==> src/sv/pfse_pkg.sv <==
package pfse_pkg;

    // Fixed field widths
    localparam int unsigned CHAN_W   = 12;
    localparam int unsigned TICK_W   = 15;
    localparam int unsigned SLOT_W   = 17;
    localparam int unsigned SPACE_W  = 21;
    localparam int unsigned BUDGET_W = 24;
    localparam int unsigned CFG_W    = 16;

    localparam logic [TICK_W-1:0]   CHUNK_MAX    = 15'h7FFF;
    localparam logic [BUDGET_W-1:0] BUDGET_FLOOR = 24'h800000;

    // Register reset values, the times in microseconds
    localparam logic             ACTIVE_HIGH_RST = 1'b1;
    localparam int unsigned      PULSE_US_RST    = 300;
    localparam int unsigned      SPACE_US_RST    = 4000;
    localparam int unsigned      FRAME_US_RST    = 22500;

    typedef logic [1:0] t_cfg_idx;
    localparam t_cfg_idx CFG_ACTIVE_HIGH  = 2'd0;
    localparam t_cfg_idx CFG_PULSE_WIDTH  = 2'd1;
    localparam t_cfg_idx CFG_MIN_SPACE    = 2'd2;
    localparam t_cfg_idx CFG_MIN_FRAME    = 2'd3;

    typedef struct packed {
        logic [CHAN_W-1:0] channel_width_us;
        logic              last_channel;
    } t_chan;

    typedef struct packed {
        logic              first_level;
        logic [TICK_W-1:0] first_ticks;
        logic              second_level;
        logic [TICK_W-1:0] second_ticks;
        logic              frame_end;
    } t_sym;

    typedef struct packed {
        logic capture;
        logic emit_slot;
        logic calc_rem;
        logic emit_stop;
        logic emit_pad;
    } t_dp_cmd;

    typedef struct packed {
        logic last;
        logic stop_end;
        logic pad_end;
    } t_dp_sts;

endpackage

==> src/sv/pfse_stream_if.sv <==
interface pfse_stream_if #(
    parameter type t_data = logic
);
    logic  valid;
    logic  ready;
    t_data data;

    modport source(output valid, output data, input ready);
    modport sink(input valid, input data, output ready);
endinterface

==> src/sv/pfse_ctrl.sv <==
module pfse_ctrl (
    input  logic              i_clk,
    input  logic              i_rst_n,
    input  logic              i_in_valid,
    output logic              o_in_ready,
    input  logic              i_out_ready,
    output logic              o_out_valid,
    output pfse_pkg::t_dp_cmd o_cmd,
    input  pfse_pkg::t_dp_sts i_sts
);
    localparam logic [2:0] S_IDLE = 3'd0;
    localparam logic [2:0] S_SLOT = 3'd1;
    localparam logic [2:0] S_REM  = 3'd2;
    localparam logic [2:0] S_STOP = 3'd3;
    localparam logic [2:0] S_PAD  = 3'd4;

    logic [2:0] r_state;
    logic [2:0] n_state;
    logic       r_out_valid;
    logic       n_out_valid;
    logic       w_out_free;
    logic       w_emit;

    assign w_out_free = !r_out_valid || i_out_ready;

    always_comb begin
        n_state = r_state;
        o_cmd   = '0;
        w_emit  = 1'b0;
        unique case (r_state)
            S_IDLE: begin
                if (i_in_valid) begin
                    o_cmd.capture = 1'b1;
                    n_state       = S_SLOT;
                end
            end
            S_SLOT: begin
                if (w_out_free) begin
                    o_cmd.emit_slot = 1'b1;
                    w_emit          = 1'b1;
                    n_state         = i_sts.last ? S_REM : S_IDLE;
                end
            end
            S_REM: begin
                o_cmd.calc_rem = 1'b1;
                n_state        = S_STOP;
            end
            S_STOP: begin
                if (w_out_free) begin
                    o_cmd.emit_stop = 1'b1;
                    w_emit          = 1'b1;
                    n_state         = i_sts.stop_end ? S_IDLE : S_PAD;
                end
            end
            S_PAD: begin
                if (w_out_free) begin
                    o_cmd.emit_pad = 1'b1;
                    w_emit         = 1'b1;
                    n_state        = i_sts.pad_end ? S_IDLE : S_PAD;
                end
            end
            default: begin
                n_state = S_IDLE;
            end
        endcase
    end

    always_comb begin
        if (w_emit) begin
            n_out_valid = 1'b1;
        end else if (i_out_ready) begin
            n_out_valid = 1'b0;
        end else begin
            n_out_valid = r_out_valid;
        end
    end

    always_ff @(posedge i_clk) begin
        if (!i_rst_n) begin
            r_state     <= S_IDLE;
            r_out_valid <= 1'b0;
        end else begin
            r_state     <= n_state;
            r_out_valid <= n_out_valid;
        end
    end

    assign o_in_ready  = (r_state == S_IDLE);
    assign o_out_valid = r_out_valid;
endmodule

==> src/sv/pfse_dpath.sv <==
module pfse_dpath #(
    parameter int unsigned TICKS_PER_US = 10
) (
    input  logic                                i_clk,
    input  logic                                i_rst_n,
    input  logic                                i_cfg_we,
    input  pfse_pkg::t_cfg_idx                  i_cfg_idx,
    input  logic [pfse_pkg::CFG_W-1:0]          i_cfg_data,
    input  pfse_pkg::t_chan                     i_chan,
    input  pfse_pkg::t_dp_cmd                   i_cmd,
    output pfse_pkg::t_dp_sts                   o_sts,
    output pfse_pkg::t_sym                      o_sym
);
    localparam logic [pfse_pkg::TICK_W-1:0] PULSE_RST =
        pfse_pkg::TICK_W'(pfse_pkg::PULSE_US_RST * TICKS_PER_US);
    localparam logic [pfse_pkg::SPACE_W-1:0] SPACE_RST =
        pfse_pkg::SPACE_W'(pfse_pkg::SPACE_US_RST * TICKS_PER_US);
    localparam logic [pfse_pkg::BUDGET_W-1:0] FRAME_RST =
        pfse_pkg::BUDGET_W'(pfse_pkg::FRAME_US_RST * TICKS_PER_US);
    localparam logic [pfse_pkg::BUDGET_W-1:0] CHUNK_W24 =
        pfse_pkg::BUDGET_W'(pfse_pkg::CHUNK_MAX);
    localparam logic [pfse_pkg::BUDGET_W-1:0] CHUNK2_W24 = CHUNK_W24 + CHUNK_W24;

    logic                              r_active_high;
    logic [pfse_pkg::TICK_W-1:0]       r_pulse_ticks;
    logic [pfse_pkg::SPACE_W-1:0]      r_space_ticks;
    logic [pfse_pkg::BUDGET_W-1:0]     r_frame_ticks;
    logic [pfse_pkg::BUDGET_W-1:0]     r_budget;
    logic [pfse_pkg::SLOT_W-1:0]       r_slot_ticks;
    logic                              r_last;
    logic [pfse_pkg::BUDGET_W-1:0]     r_rem;
    pfse_pkg::t_sym                    r_sym;

    logic [pfse_pkg::BUDGET_W-1:0]     w_cfg_frame;
    logic signed [pfse_pkg::SLOT_W:0]  w_gap;
    logic [pfse_pkg::TICK_W-1:0]       w_gap_ticks;
    logic signed [pfse_pkg::BUDGET_W:0] w_bsub;
    logic [pfse_pkg::BUDGET_W-1:0]     w_bnext;
    logic signed [pfse_pkg::BUDGET_W:0] w_rsub;
    logic                              w_raise;
    logic                              w_stop_end;
    logic                              w_pad_end;
    logic                              w_pad_full;

    assign w_cfg_frame = pfse_pkg::BUDGET_W'(32'(i_cfg_data) * TICKS_PER_US);

    // Idle part of a channel slot, clipped to one chunk
    assign w_gap = $signed({1'b0, r_slot_ticks}) - $signed({3'b000, r_pulse_ticks});
    always_comb begin
        if (w_gap < 0) begin
            w_gap_ticks = '0;
        end else if (w_gap > $signed({3'b000, pfse_pkg::CHUNK_MAX})) begin
            w_gap_ticks = pfse_pkg::CHUNK_MAX;
        end else begin
            w_gap_ticks = w_gap[pfse_pkg::TICK_W-1:0];
        end
    end

    // Budget minus slot, floored at the most negative budget
    assign w_bsub  = $signed({r_budget[pfse_pkg::BUDGET_W-1], r_budget})
                   - $signed({8'd0, r_slot_ticks});
    assign w_bnext = (w_bsub[pfse_pkg::BUDGET_W] && !w_bsub[pfse_pkg::BUDGET_W-1])
                   ? pfse_pkg::BUDGET_FLOOR : w_bsub[pfse_pkg::BUDGET_W-1:0];

    // Rest after stop pulse, raised to the minimum space
    assign w_rsub  = $signed({r_budget[pfse_pkg::BUDGET_W-1], r_budget})
                   - $signed({10'd0, r_pulse_ticks});
    assign w_raise = w_rsub < $signed({4'd0, r_space_ticks});

    assign w_stop_end = r_rem <= CHUNK_W24;
    assign w_pad_end  = r_rem <= CHUNK2_W24;
    assign w_pad_full = r_rem > CHUNK2_W24;

    always_ff @(posedge i_clk) begin
        if (!i_rst_n) begin
            r_active_high <= pfse_pkg::ACTIVE_HIGH_RST;
            r_pulse_ticks <= PULSE_RST;
            r_space_ticks <= SPACE_RST;
            r_frame_ticks <= FRAME_RST;
            r_budget      <= FRAME_RST;
        end else begin
            if (i_cfg_we) begin
                unique case (i_cfg_idx)
                    pfse_pkg::CFG_ACTIVE_HIGH: r_active_high <= i_cfg_data[0];
                    pfse_pkg::CFG_PULSE_WIDTH: r_pulse_ticks <=
                        pfse_pkg::TICK_W'(32'(i_cfg_data[9:0]) * TICKS_PER_US);
                    pfse_pkg::CFG_MIN_SPACE: r_space_ticks <=
                        pfse_pkg::SPACE_W'(32'(i_cfg_data) * TICKS_PER_US);
                    pfse_pkg::CFG_MIN_FRAME: begin
                        r_frame_ticks <= w_cfg_frame;
                        r_budget      <= w_cfg_frame;
                    end
                    default: begin
                    end
                endcase
            end
            // take each slot off the budget; reload for the next frame once the last symbol goes out
            if (i_cmd.emit_slot) begin
                r_budget <= w_bnext;
            end else if ((i_cmd.emit_stop && w_stop_end) || (i_cmd.emit_pad && w_pad_end)) begin
                r_budget <= r_frame_ticks;
            end
        end
    end

    always_ff @(posedge i_clk) begin
        if (i_cmd.capture) begin
            r_slot_ticks <= pfse_pkg::SLOT_W'(32'(i_chan.channel_width_us) * TICKS_PER_US);
            r_last       <= i_chan.last_channel;
        end
        if (i_cmd.calc_rem) begin
            r_rem <= w_raise ? pfse_pkg::BUDGET_W'(r_space_ticks)
                             : w_rsub[pfse_pkg::BUDGET_W-1:0];
        end else if (i_cmd.emit_stop) begin
            r_rem <= w_stop_end ? '0 : r_rem - CHUNK_W24;
        end else if (i_cmd.emit_pad) begin
            r_rem <= w_pad_full ? r_rem - CHUNK2_W24 : '0;
        end

        priority if (i_cmd.emit_slot) begin
            r_sym.first_level  <= r_active_high;
            r_sym.first_ticks  <= r_pulse_ticks;
            r_sym.second_level <= !r_active_high;
            r_sym.second_ticks <= w_gap_ticks;
            r_sym.frame_end    <= 1'b0;
        end else if (i_cmd.emit_stop) begin
            r_sym.first_level  <= r_active_high;
            r_sym.first_ticks  <= r_pulse_ticks;
            r_sym.second_level <= !r_active_high;
            r_sym.second_ticks <= w_stop_end ? r_rem[pfse_pkg::TICK_W-1:0]
                                             : pfse_pkg::CHUNK_MAX;
            r_sym.frame_end    <= w_stop_end;
        end else if (i_cmd.emit_pad) begin
            r_sym.first_level  <= !r_active_high;
            r_sym.second_level <= !r_active_high;
            r_sym.frame_end    <= w_pad_end;
            if (w_pad_full) begin
                r_sym.first_ticks  <= pfse_pkg::CHUNK_MAX;
                r_sym.second_ticks <= pfse_pkg::CHUNK_MAX;
            end else if (!w_stop_end) begin
                r_sym.first_ticks  <= pfse_pkg::CHUNK_MAX;
                r_sym.second_ticks <= pfse_pkg::TICK_W'(r_rem - CHUNK_W24);
            end else begin
                r_sym.first_ticks  <= r_rem[pfse_pkg::TICK_W-1:0];
                r_sym.second_ticks <= '0;
            end
        end else begin
            r_sym <= r_sym;
        end
    end

    assign o_sts.last     = r_last;
    assign o_sts.stop_end = w_stop_end;
    assign o_sts.pad_end  = w_pad_end;
    assign o_sym          = r_sym;
endmodule

==> src/sv/ppm_frame_symbol_encoder_unit.sv <==
// PPM frame symbol encoder. Each channel request (slot width in microseconds and a
// last-channel flag) turns into one two-phase line symbol: the active level for the
// start pulse, then the idle level for the rest of the slot. A signed tick budget,
// loaded from the minimum frame length, loses each slot's time; after the last
// channel the block sends a stop pulse whose idle phase is the rest of the budget,
// raised to at least the minimum space, and cut into 32767-tick chunks that spill
// into all-idle padding symbols. One microsecond is TICKS_PER_US ticks. Timing: an
// accepted request is captured, then the slot state writes its symbol into the
// output register once that register is free and the controller returns to idle;
// after the last channel it instead goes on through the remainder and stop states
// to the stop symbol, then emits one padding symbol per cycle while the output
// register is free (up to 16 padding symbols with the widest settings and
// TICKS_PER_US at 16). Output back-pressure stretches each emit. A new channel
// request is taken as soon as the previous one has handed off its final symbol,
// even while that symbol still waits in the output register. Configuration writes
// are applied at once; writing the minimum frame length restarts the budget of the
// current frame, unless a slot or frame-ending symbol is emitted at the same time.
module ppm_frame_symbol_encoder_unit #(
    parameter int unsigned TICKS_PER_US = 10
) (
    input  logic                       i_clk,
    input  logic                       i_rst_n,
    input  logic                       i_cfg_we,
    input  pfse_pkg::t_cfg_idx         i_cfg_idx,
    input  logic [pfse_pkg::CFG_W-1:0] i_cfg_data,
    pfse_stream_if.sink                i_chan,
    pfse_stream_if.source              o_sym
);
    pfse_pkg::t_dp_cmd w_cmd;
    pfse_pkg::t_dp_sts w_sts;
    pfse_pkg::t_chan   w_chan;
    pfse_pkg::t_sym    w_sym;
    logic              w_in_ready;
    logic              w_out_valid;

    assign w_chan = i_chan.data;

    // sequence the request: capture, emit slot symbol, then after the last channel stop and padding
    pfse_ctrl u_ctrl (
        .i_clk       (i_clk),
        .i_rst_n     (i_rst_n),
        .i_in_valid  (i_chan.valid),
        .o_in_ready  (w_in_ready),
        .i_out_ready (o_sym.ready),
        .o_out_valid (w_out_valid),
        .o_cmd       (w_cmd),
        .i_sts       (w_sts)
    );

    // hold configuration, budget, remaining idle time and the output register
    pfse_dpath #(
        .TICKS_PER_US (TICKS_PER_US)
    ) u_dpath (
        .i_clk      (i_clk),
        .i_rst_n    (i_rst_n),
        .i_cfg_we   (i_cfg_we),
        .i_cfg_idx  (i_cfg_idx),
        .i_cfg_data (i_cfg_data),
        .i_chan     (w_chan),
        .i_cmd      (w_cmd),
        .o_sts      (w_sts),
        .o_sym      (w_sym)
    );

    assign i_chan.ready = w_in_ready;
    assign o_sym.valid  = w_out_valid;
    assign o_sym.data   = w_sym;
endmodule

==> src/flat_wrapper.sv <==
// flat-port wrapper written by rule: the top's interface ports become plain ports
module ppm_frame_symbol_encoder_unit_flat import pfse_pkg::*;
#(
    parameter int unsigned TICKS_PER_US = 10
)
  (i_clk, i_rst_n, i_cfg_we, i_cfg_idx, i_cfg_data, i_chan_valid, i_chan_data, i_chan_ready, o_sym_valid, o_sym_data, o_sym_ready);
  pfse_stream_if #(.t_data(t_chan)) i_chan_i ();
  pfse_stream_if #(.t_data(t_sym)) o_sym_i ();
  input  logic i_clk;
  input  logic i_rst_n;
  input  logic i_cfg_we;
  input  pfse_pkg::t_cfg_idx i_cfg_idx;
  input  logic [pfse_pkg::CFG_W-1:0] i_cfg_data;
  input wire logic [$bits(i_chan_i.valid)-1:0] i_chan_valid;
  input wire logic [$bits(i_chan_i.data)-1:0] i_chan_data;
  output wire logic [$bits(i_chan_i.ready)-1:0] i_chan_ready;
  output wire logic [$bits(o_sym_i.valid)-1:0] o_sym_valid;
  output wire logic [$bits(o_sym_i.data)-1:0] o_sym_data;
  input wire logic [$bits(o_sym_i.ready)-1:0] o_sym_ready;
  assign i_chan_i.valid = i_chan_valid;
  assign i_chan_i.data = i_chan_data;
  assign i_chan_ready = i_chan_i.ready;
  assign o_sym_valid = o_sym_i.valid;
  assign o_sym_data = o_sym_i.data;
  assign o_sym_i.ready = o_sym_ready;
  ppm_frame_symbol_encoder_unit #(.TICKS_PER_US(TICKS_PER_US)) u_core (.i_clk(i_clk), .i_rst_n(i_rst_n), .i_cfg_we(i_cfg_we), .i_cfg_idx(i_cfg_idx), .i_cfg_data(i_cfg_data), .i_chan(i_chan_i), .o_sym(o_sym_i));
endmodule
==> config.mk <==
export PLATFORM = sky130hd
export DESIGN_NAME = ppm_frame_symbol_encoder_unit_flat
export DESIGN_NICKNAME = d
export VERILOG_FILES = /design/src/sv/pfse_pkg.sv /design/src/sv/pfse_stream_if.sv /design/src/sv/pfse_ctrl.sv /design/src/sv/pfse_dpath.sv /design/src/sv/ppm_frame_symbol_encoder_unit.sv /design/src/flat_wrapper.sv
export SDC_FILE = /design/constraint.sdc
export NUM_CORES = 1
export LEC_CHECK = 0
export ABC_AREA = 1
export BUFFER_PORTS_ARGS = -buffer_cell sky130_fd_sc_hd__buf_4
export CORE_MARGIN = 2
export CORE_UTILIZATION = 30
export CTS_BUF_LIST = sky130_fd_sc_hd__clkbuf_8 sky130_fd_sc_hd__clkbuf_16
export CTS_CLUSTER_DIAMETER = 200
export DETAILED_ROUTE_END_ITERATION = 12
export PLACE_DENSITY_LB_ADDON = 0.2
export SYNTH_ARGS = -nofsm -noshare
export SYNTH_HDL_FRONTEND = slang
export SYNTH_SLANG_ARGS = --single-unit
export TNS_END_PERCENT = 30
==> constraint.sdc <==
create_clock -name i_clk -period 4.6 [get_ports i_clk]
set_clock_uncertainty 0.2 [all_clocks]
set_input_delay 0.23 -clock i_clk [delete_from_list [all_inputs] [get_ports i_clk]]
set_output_delay 0.23 -clock i_clk [all_outputs]
set_load 0.05 [all_outputs]
Word-level counts from Yosys, hierarchy flattened
Index checks and enable logic that the tools add are counted.
Widths: inputs -> output; s select.
Operators by class
  $add $sub $neg: 5
  equality and inequality tests: 11
  bitwise operators: 0
  multipliers: 3
  divide/modulo/power cells: 0
  muxes and demuxes: 38
  order comparisons: 6
  reduce and logical (&&, ||, !) cells: 24
  shift operators: 0
Operators by type and width (count)
  $mux 24: 11
  $mux 33: 3
  $mux 15: 6
  $lt 25x21->1: 1
  $sub 24x15->25: 1
  $sub 24x17->25: 1
  $gt 24x16->1 const B: 1
  $le 24x15->1 const B: 1
  $le 24x16->1 const B: 1
  $sub 24x15->24 const B: 1
  $sub 24x16->24 const B: 1
  $mul 16x3->19 const B: 1
  $mux 3: 6
  $gt 17x16->1 const B: 1
  $lt 17x1->1 const B: 1
  $sub 16x14->17: 1
  $mul 12x3->15 const B: 1
  $pmux 3 s5: 1
  $mul 10x3->13 const B: 1
  $reduce_bool 3->1: 4
  $mux 1: 10
  $reduce_and 2->1: 5
  $ne 2x2->1 const B: 4
  $eq 3x2->1 const B: 2
  other kinds (14): 21
Storage, ports and cells
  bits in latches: 0
  bits in registers: 153
  bits in read-only memories: 0
  bits in writable memories: 0
  memories kept: 0

Longest topological paths before layout
  word-level depth: 8
  gate-level depth with buffers: 27

Modules after synthesis
From an unflattened synthesis, not the netlist that was laid out.
Second synthesis, totals
  cell total of the unflattened synthesis: 1735
  area total of the unflattened synthesis: 12378.1 µm²
By module, submodules not included
  pfse_dpath: seq. area each 3683.5 µm², area an instance 12107.9 µm², cells an instance 1692, times used 1
  pfse_ctrl: seq. area each 80.1 µm², area an instance 270.3 µm², cells an instance 43, times used 1

Least setup slack after synthesis
Ideal clock, no wire load.
  path type: register -> register
  start: reg u_core.u_dpath.r_pulse_ticks[1] (netlist bit)
  end: reg u_core.u_dpath.r_rem[11] (netlist bit) (data pin)
  required time: 4143 ps
  cell stages (with the launch flop): 26
  setup time: 257 ps
  setup slack: 1190 ps
  period minus slack after synthesis: 3410 ps
  arrival time: 2954 ps
  cell sequence: dfxtp_1 -> ha_1 -> inv_1 -> fa_1 -> nand3_1 -> nand2_1 -> nand2_1 -> nand2_1 -> nand2_1 -> nand2_1 -> xor2_1 -> inv_1 -> ha_1 -> nand2_1 -> nor4_1 -> nand2_1 -> nand2_1 -> nand2_1 -> nand2_1 -> a21oi_1 -> nand2_1 -> buf_4 -> buf_4 -> nand3_1 -> nand3_1 -> nand2_1
Between the ends
  longest elaborated chain between the ends: 4
RTL lines
  from (decl): line pfse_dpath.sv:25  | logic [pfse_pkg::TICK_W-1:0] r_pulse_ticks;
  from (signal assigned): line pfse_dpath.sv:85  | pfse_pkg::CFG_PULSE_WIDTH: r_pulse_ticks <=
  $sub 24x15->25 (*): line pfse_dpath.sv:67  | - $signed({10'd0, r_pulse_ticks});
  $lt 25x21->1: line pfse_dpath.sv:68  | assign w_raise = w_rsub < $signed({4'd0, r_space_ticks});
  $mux 24 (*): line pfse_dpath.sv:112  | r_rem <= w_raise ? pfse_pkg::BUDGET_W'(r_space_ticks)
  $mux 24 (*): line pfse_dpath.sv:111  | if (i_cmd.calc_rem) begin
  to (signal assigned): line pfse_dpath.sv:112
  to (signal assigned): line pfse_dpath.sv:115  | r_rem <= w_stop_end ? '0 : r_rem - CHUNK_W24;
  to (signal assigned): line pfse_dpath.sv:117  | r_rem <= w_pad_full ? r_rem - CHUNK2_W24 : '0;
  to (decl): line pfse_dpath.sv:31  | logic [pfse_pkg::BUDGET_W-1:0] r_rem;
Every way passes the cells marked *; elsewhere a longest branch is shown, timed or not.
A chain may end at the register's enable or synchronous reset.

Worst setup path in the final report
  start: reg u_core.u_dpath.r_pulse_ticks[11] (netlist bit)
  end: reg u_core.u_dpath.r_rem[12] (netlist bit) (data pin)
Same word-level chain as after synthesis.

==> results.md <==
| Group | Quantity | Value |
|---|---|---|
| run status | Result of the run | complete, no violations |
| sta | Remaining max-slew budget at the tightest pin | 33.52% |
| floorplanning | Horizontal die dimension | 207.0 um |
| grt | Overall overflow remaining after global route | 0 |
| yosys | Commonest register cell after synthesis | dfxtp_1 |
| worst setup path | Internal reg-to-reg setup slack | 620 ps |
| placed design | Final HPWL from detailed placement | 33.84 mm |
| yosys | Mean post-synth cell area | 7.051 um^2 |
| worst setup path | Crit Path Max Fanout | 19 |
| worst setup path | Nature of the critical path startpoint | flip-flop |
| sta | Post-layout worst setup margin | 621.8 ps |
| grt | Global-route total usage across every layer | 19.48% |
| yosys | Sequential element share of the synthesized area | 30.43% |
| detailed routing | 1st-pass router iterations | 5 |
| detailed routing | Post-detailed-route count of antenna-violating nets | 0 |
| detailed routing | Final routed wire length divided by cell count | 17.90 um |
| sta | Max Transition Viols Final | 0 |
| floorplanning | Std-Cell Core Area | 40740 um^2 |
| worst setup path | Last element of the critical path | u_core.u_dpath.r_rem[12] |
| worst setup path | Critical path's slowest cell | ha_1 |
| clock tree | Number of clock buffers inserted by TritonCTS | 17 |
| grt | Number of global-route vias before repair | 11050 |
| placed design | Count of input and output buffers | 70 |
| floorplanning | Chip Height | 207.0 um |
| worst setup path | CP required | 4610 ps |
| floorplanning | I/O pin cnt | 71 |
| yosys | Post-Syn Area | 12370 um^2 |
| detailed routing | Routed vias/inst | 5.023 |
| yosys | Share of Yosys cell area claimed by the top area cell type | 17.48% |
| worst setup path | Critical register-to-register path startpoint | u_core.u_dpath.r_pulse_ticks[11] |
| worst setup path | Crit-path most repeated cell | nand2_1 |
| finish | Total number of nets in the final design | 1970 |
| min path | Hold path cells | 3 |
| worst setup path | FF-to-FF End | u_core.u_dpath.r_rem[12] |
| detailed routing | Number of remaining DRC errors | 0 |
| worst setup path | Critical path arrival | 3990 ps |
| yosys | Synth warn | 0 |
| worst setup path | Type of the worst setup path | reg -> reg |
| worst setup path | Crit path largest cell delay | 430 ps |
| worst setup path | Launch point of the critical path | u_core.u_dpath.r_pulse_ticks[11] |
| detailed routing | Total Routed Length | 42.30 mm |
| finish | Post-layout utilization of the core | 34.67% |
| clock tree | Clock latency at the later pin of the worst-skew pair | 450 ps |
| floorplanning | Area of the die | 42870 um^2 |
| sta | Hold violation total from the final report | 0 |
| finish | Fill cell count | 4439 |
| pwr | Areal power density over the cells | 363.8 nW/um^2 |
| yosys | Post-synthesis async set-or-reset flop share | 0% |
| finish | Share of cells above drive strength 1 | 8.793% |
| sta | Max Freq | 0.2514 GHz |
| sta | Time the worst path needs with I/O delays and setup | 3978 ps |
| sta | Pin slew with the least headroom to its limit | 990.1 ps |
| sta | Final sum of negative setup slack | 0 ps |
| yosys | Cell types occupying the most area after synthesis | edfxtp_1 (17%), dfxtp_1 (13%), nand2_1 (12%), ha_1 (11%), inv_1 (7.4%) |
| grt | Maximum number of pins on one net before global-route repair | 53 |
| clock tree | Depth of the CTS H-tree | 4 |
| yosys | Cell type with the highest aggregate area in the netlist | edfxtp_1 |
| yosys | Post-synth EDFFs | 72 |
| clock tree | Clk slew on worst S/H paths | 70 ps |
| sta | Share of the cycle needed by the critical path after routing | 86.48% |
| pwr | Total leakage power | 6.573 nW |
| flow run | Max-cap violations | 0 |
| floorplanning | Number of placement rows | 74 |
| clock tree | Clock tree from TritonCTS | yes |
| placed design | Routability cong. | 0.9387 |
| yosys | Syn nets | 1906 |
| sta | Final-report setup violation count | 0 |
| grt | Antenna violations before repair | 0 |
| worst setup path | Endpoint type of the worst setup path | flip-flop |
| grt | Wire length of the first global-routing pass | 64.90 mm |
| min path | Path class of the lowest-slack min-delay path | in -> reg |
| clock tree | Count of cells resized by post-cts repair | 0 |
| clock tree | TritonCTS Sinks | 152 |
| finish | Signed area change from the synthesized netlist to the final layout | 14.21% |
| finish | Number of antenna diodes | 0 |
| yosys | Number of cells produced by synthesis | 1754 |
| yosys | Cell variety after synth | 52 |
| worst setup path | Depth of the worst register-to-register path | 23 |
| clock tree | Maximum count of clock buffers along a single path | 2 |
| worst setup path | Critical path, cell by cell | inv_1 -> ha_1 -> nand2_1 -> inv_1 -> nand3_1 -> nor3_1 -> nand2_1 -> nand2_1 -> xor2_1 -> inv_1 -> ha_1 -> nand2_1 -> nor4_1 -> nand2_1 -> nand2_1 -> nand2_1 -> nand2_1 -> a21oi_1 -> nand2_1 -> buf_4 -> nand3_1 -> nand3_1 -> nand2_1 |
| yosys | Seq cells post-synth | 152 |
| sta | Unrepaired setup endpoints after global routing | false |
| clock tree | Root Buffer Master | clkbuf_16 |
| pwr | Peak supply drop | 185.3 uV |
| floorplanning | Starting utilization of the core area | 30.36% |
| placed design | Worst slack at placement | 671.7 ps |
| pwr | Pwr Total | 0.005139 W |
| detailed routing | Number of vias in the routed layout | 11870 |
| detailed routing | Violation count after the first detailed-routing iteration | 746 |
area by class of cell:
type	instances	area, um^2	area share, %
Tap cell	532	665.6	4.712
Inverter	252	945.9	6.696
Clock buffer	17	425.4	3.012
Sequential cell	152	3764	26.64
Multi-Input combinational cell	1295	7420	52.52
Timing Repair Buffer	100	778.2	5.509
Clock inverter	15	127.6	0.9035
registers in the layout (all words and copies together), names as in the netlist:
| signal | flops |
|---|---|
| u_core.u_ctrl.o_out_valid | 1 |
| u_core.u_ctrl.r_state | 3 |
| u_core.u_dpath.o_sym | 33 |
| u_core.u_dpath.r_active_high | 1 |
| u_core.u_dpath.r_budget | 23 |
| u_core.u_dpath.r_frame_ticks | 19 |
| u_core.u_dpath.r_last | 1 |
| u_core.u_dpath.r_pulse_ticks | 13 |
| u_core.u_dpath.r_rem | 24 |
| u_core.u_dpath.r_slot_ticks | 15 |
| u_core.u_dpath.r_space_ticks | 19 |
worst min path at each step:
stage,from,slack [ps],endpoint
6_report,i_chan_data[4],10,u_core.u_dpath.r_slot_ticks[4]
5_1_grt,i_chan_data[4],30,u_core.u_dpath.r_slot_ticks[4]
4_1_cts,i_chan_data[4],9,u_core.u_dpath.r_slot_ticks[4]
3_5_place_dp,i_chan_data[0],220,u_core.u_dpath.r_last
3_3_place_gp,i_chan_data[0],210,u_core.u_dpath.r_last
2_1_floorplan,i_chan_data[0],130,u_core.u_dpath.r_last
worst max-delay path: cells and delay by family (launching register included):
kind / cells / cell delay, ps
AO/OA/AOI/OAI: 1 / 60
buffers and inverters: 4 / 580
AND/OR/NAND/NOR: 15 / 1540
adder cells (fa/ha/maj): 2 / 710
flip-flops: 1 / 350
XOR/XNOR: 1 / 280
report_power, final:
group          switching (W)  total [W]  internal (W)  leakage [nW]
Combinational        0.00140    0.00209      0.000698          5.01
Sequential          0.000107    0.00168       0.00157          1.29
Clock               0.000659    0.00137      0.000710         0.275
Total                0.00216    0.00514       0.00298          6.57
metrics by stage:
step,std cells,instance area (um^2),hold WS (ps)
floorplan,1754,12370,128.9
global placement,2320,13460,209.1
detailed placement,2320,13460,220.7
CTS,2363,14130,8.601
global route,2363,14130,33.42
finish,2363,14130,10.34
synth_stat cells (all sizes together), types with 3 or more instances:
library cell,count
fa,5
o21a,3
buf,21
nand2,414
a31oi,12
a32oi,13
nor2,125
o21ai,127
clkinv,3
ha,111
o21bai,4
a21oi,150
nand4,12
a21o,5
xnor2,19
clkbuf,34
nor3,26
nor4,6
a22oi,5
dfxtp,80
inv,249
edfxtp,72
or2,8
xor2,63
o211ai,25
nand3,147
kinds of logic after synthesis:
kind of cell / synth area share, %
buffers and inverters: 9.762
XOR/XNOR: 5.807
AND/OR/NAND/NOR: 25.98
AO/OA/AOI/OAI: 15.98
flip-flops: 30.43
adder cells (fa/ha/maj): 12.04
repair_timing:
item	4_1_cts	5_1_grt
hold buffers	11	0
hold endpoints to repair	15	0
buffers inserted	0	0
endpoints found under the setup margin	0	0
placed cells by master, fill, tap and decap left out, drive strengths merged, types with 8 or more instances in the layout:
| cell | count |
|---|---|
| o211ai | 25 |
| nand4 | 12 |
| inv | 260 |
| a21oi | 150 |
| or2 | 8 |
| ha | 111 |
| xnor2 | 19 |
| o21ai | 127 |
| clkbuf | 17 |
| buf | 89 |
| a32oi | 13 |
| dlygate4sd3 | 11 |
| a31oi | 12 |
| xor2 | 63 |
| dfxtp | 80 |
| edfxtp | 72 |
| nor3 | 26 |
| nand3 | 147 |
| nand2 | 414 |
| nor2 | 125 |
metal layers:
metal | GRT usage [%] | vias to the layer above | wire, um
met3 | 2.683 | 50 | 1860
met2 | 32.02 | 299 | 19740
met4 | 6.626 | 0 | 1122
met1 | 26.19 | 5551 | 19580
met5 | 0 | - | 0
li1 | - | 5970 | -
Note: power is estimated with default switching activity, not from simulation.
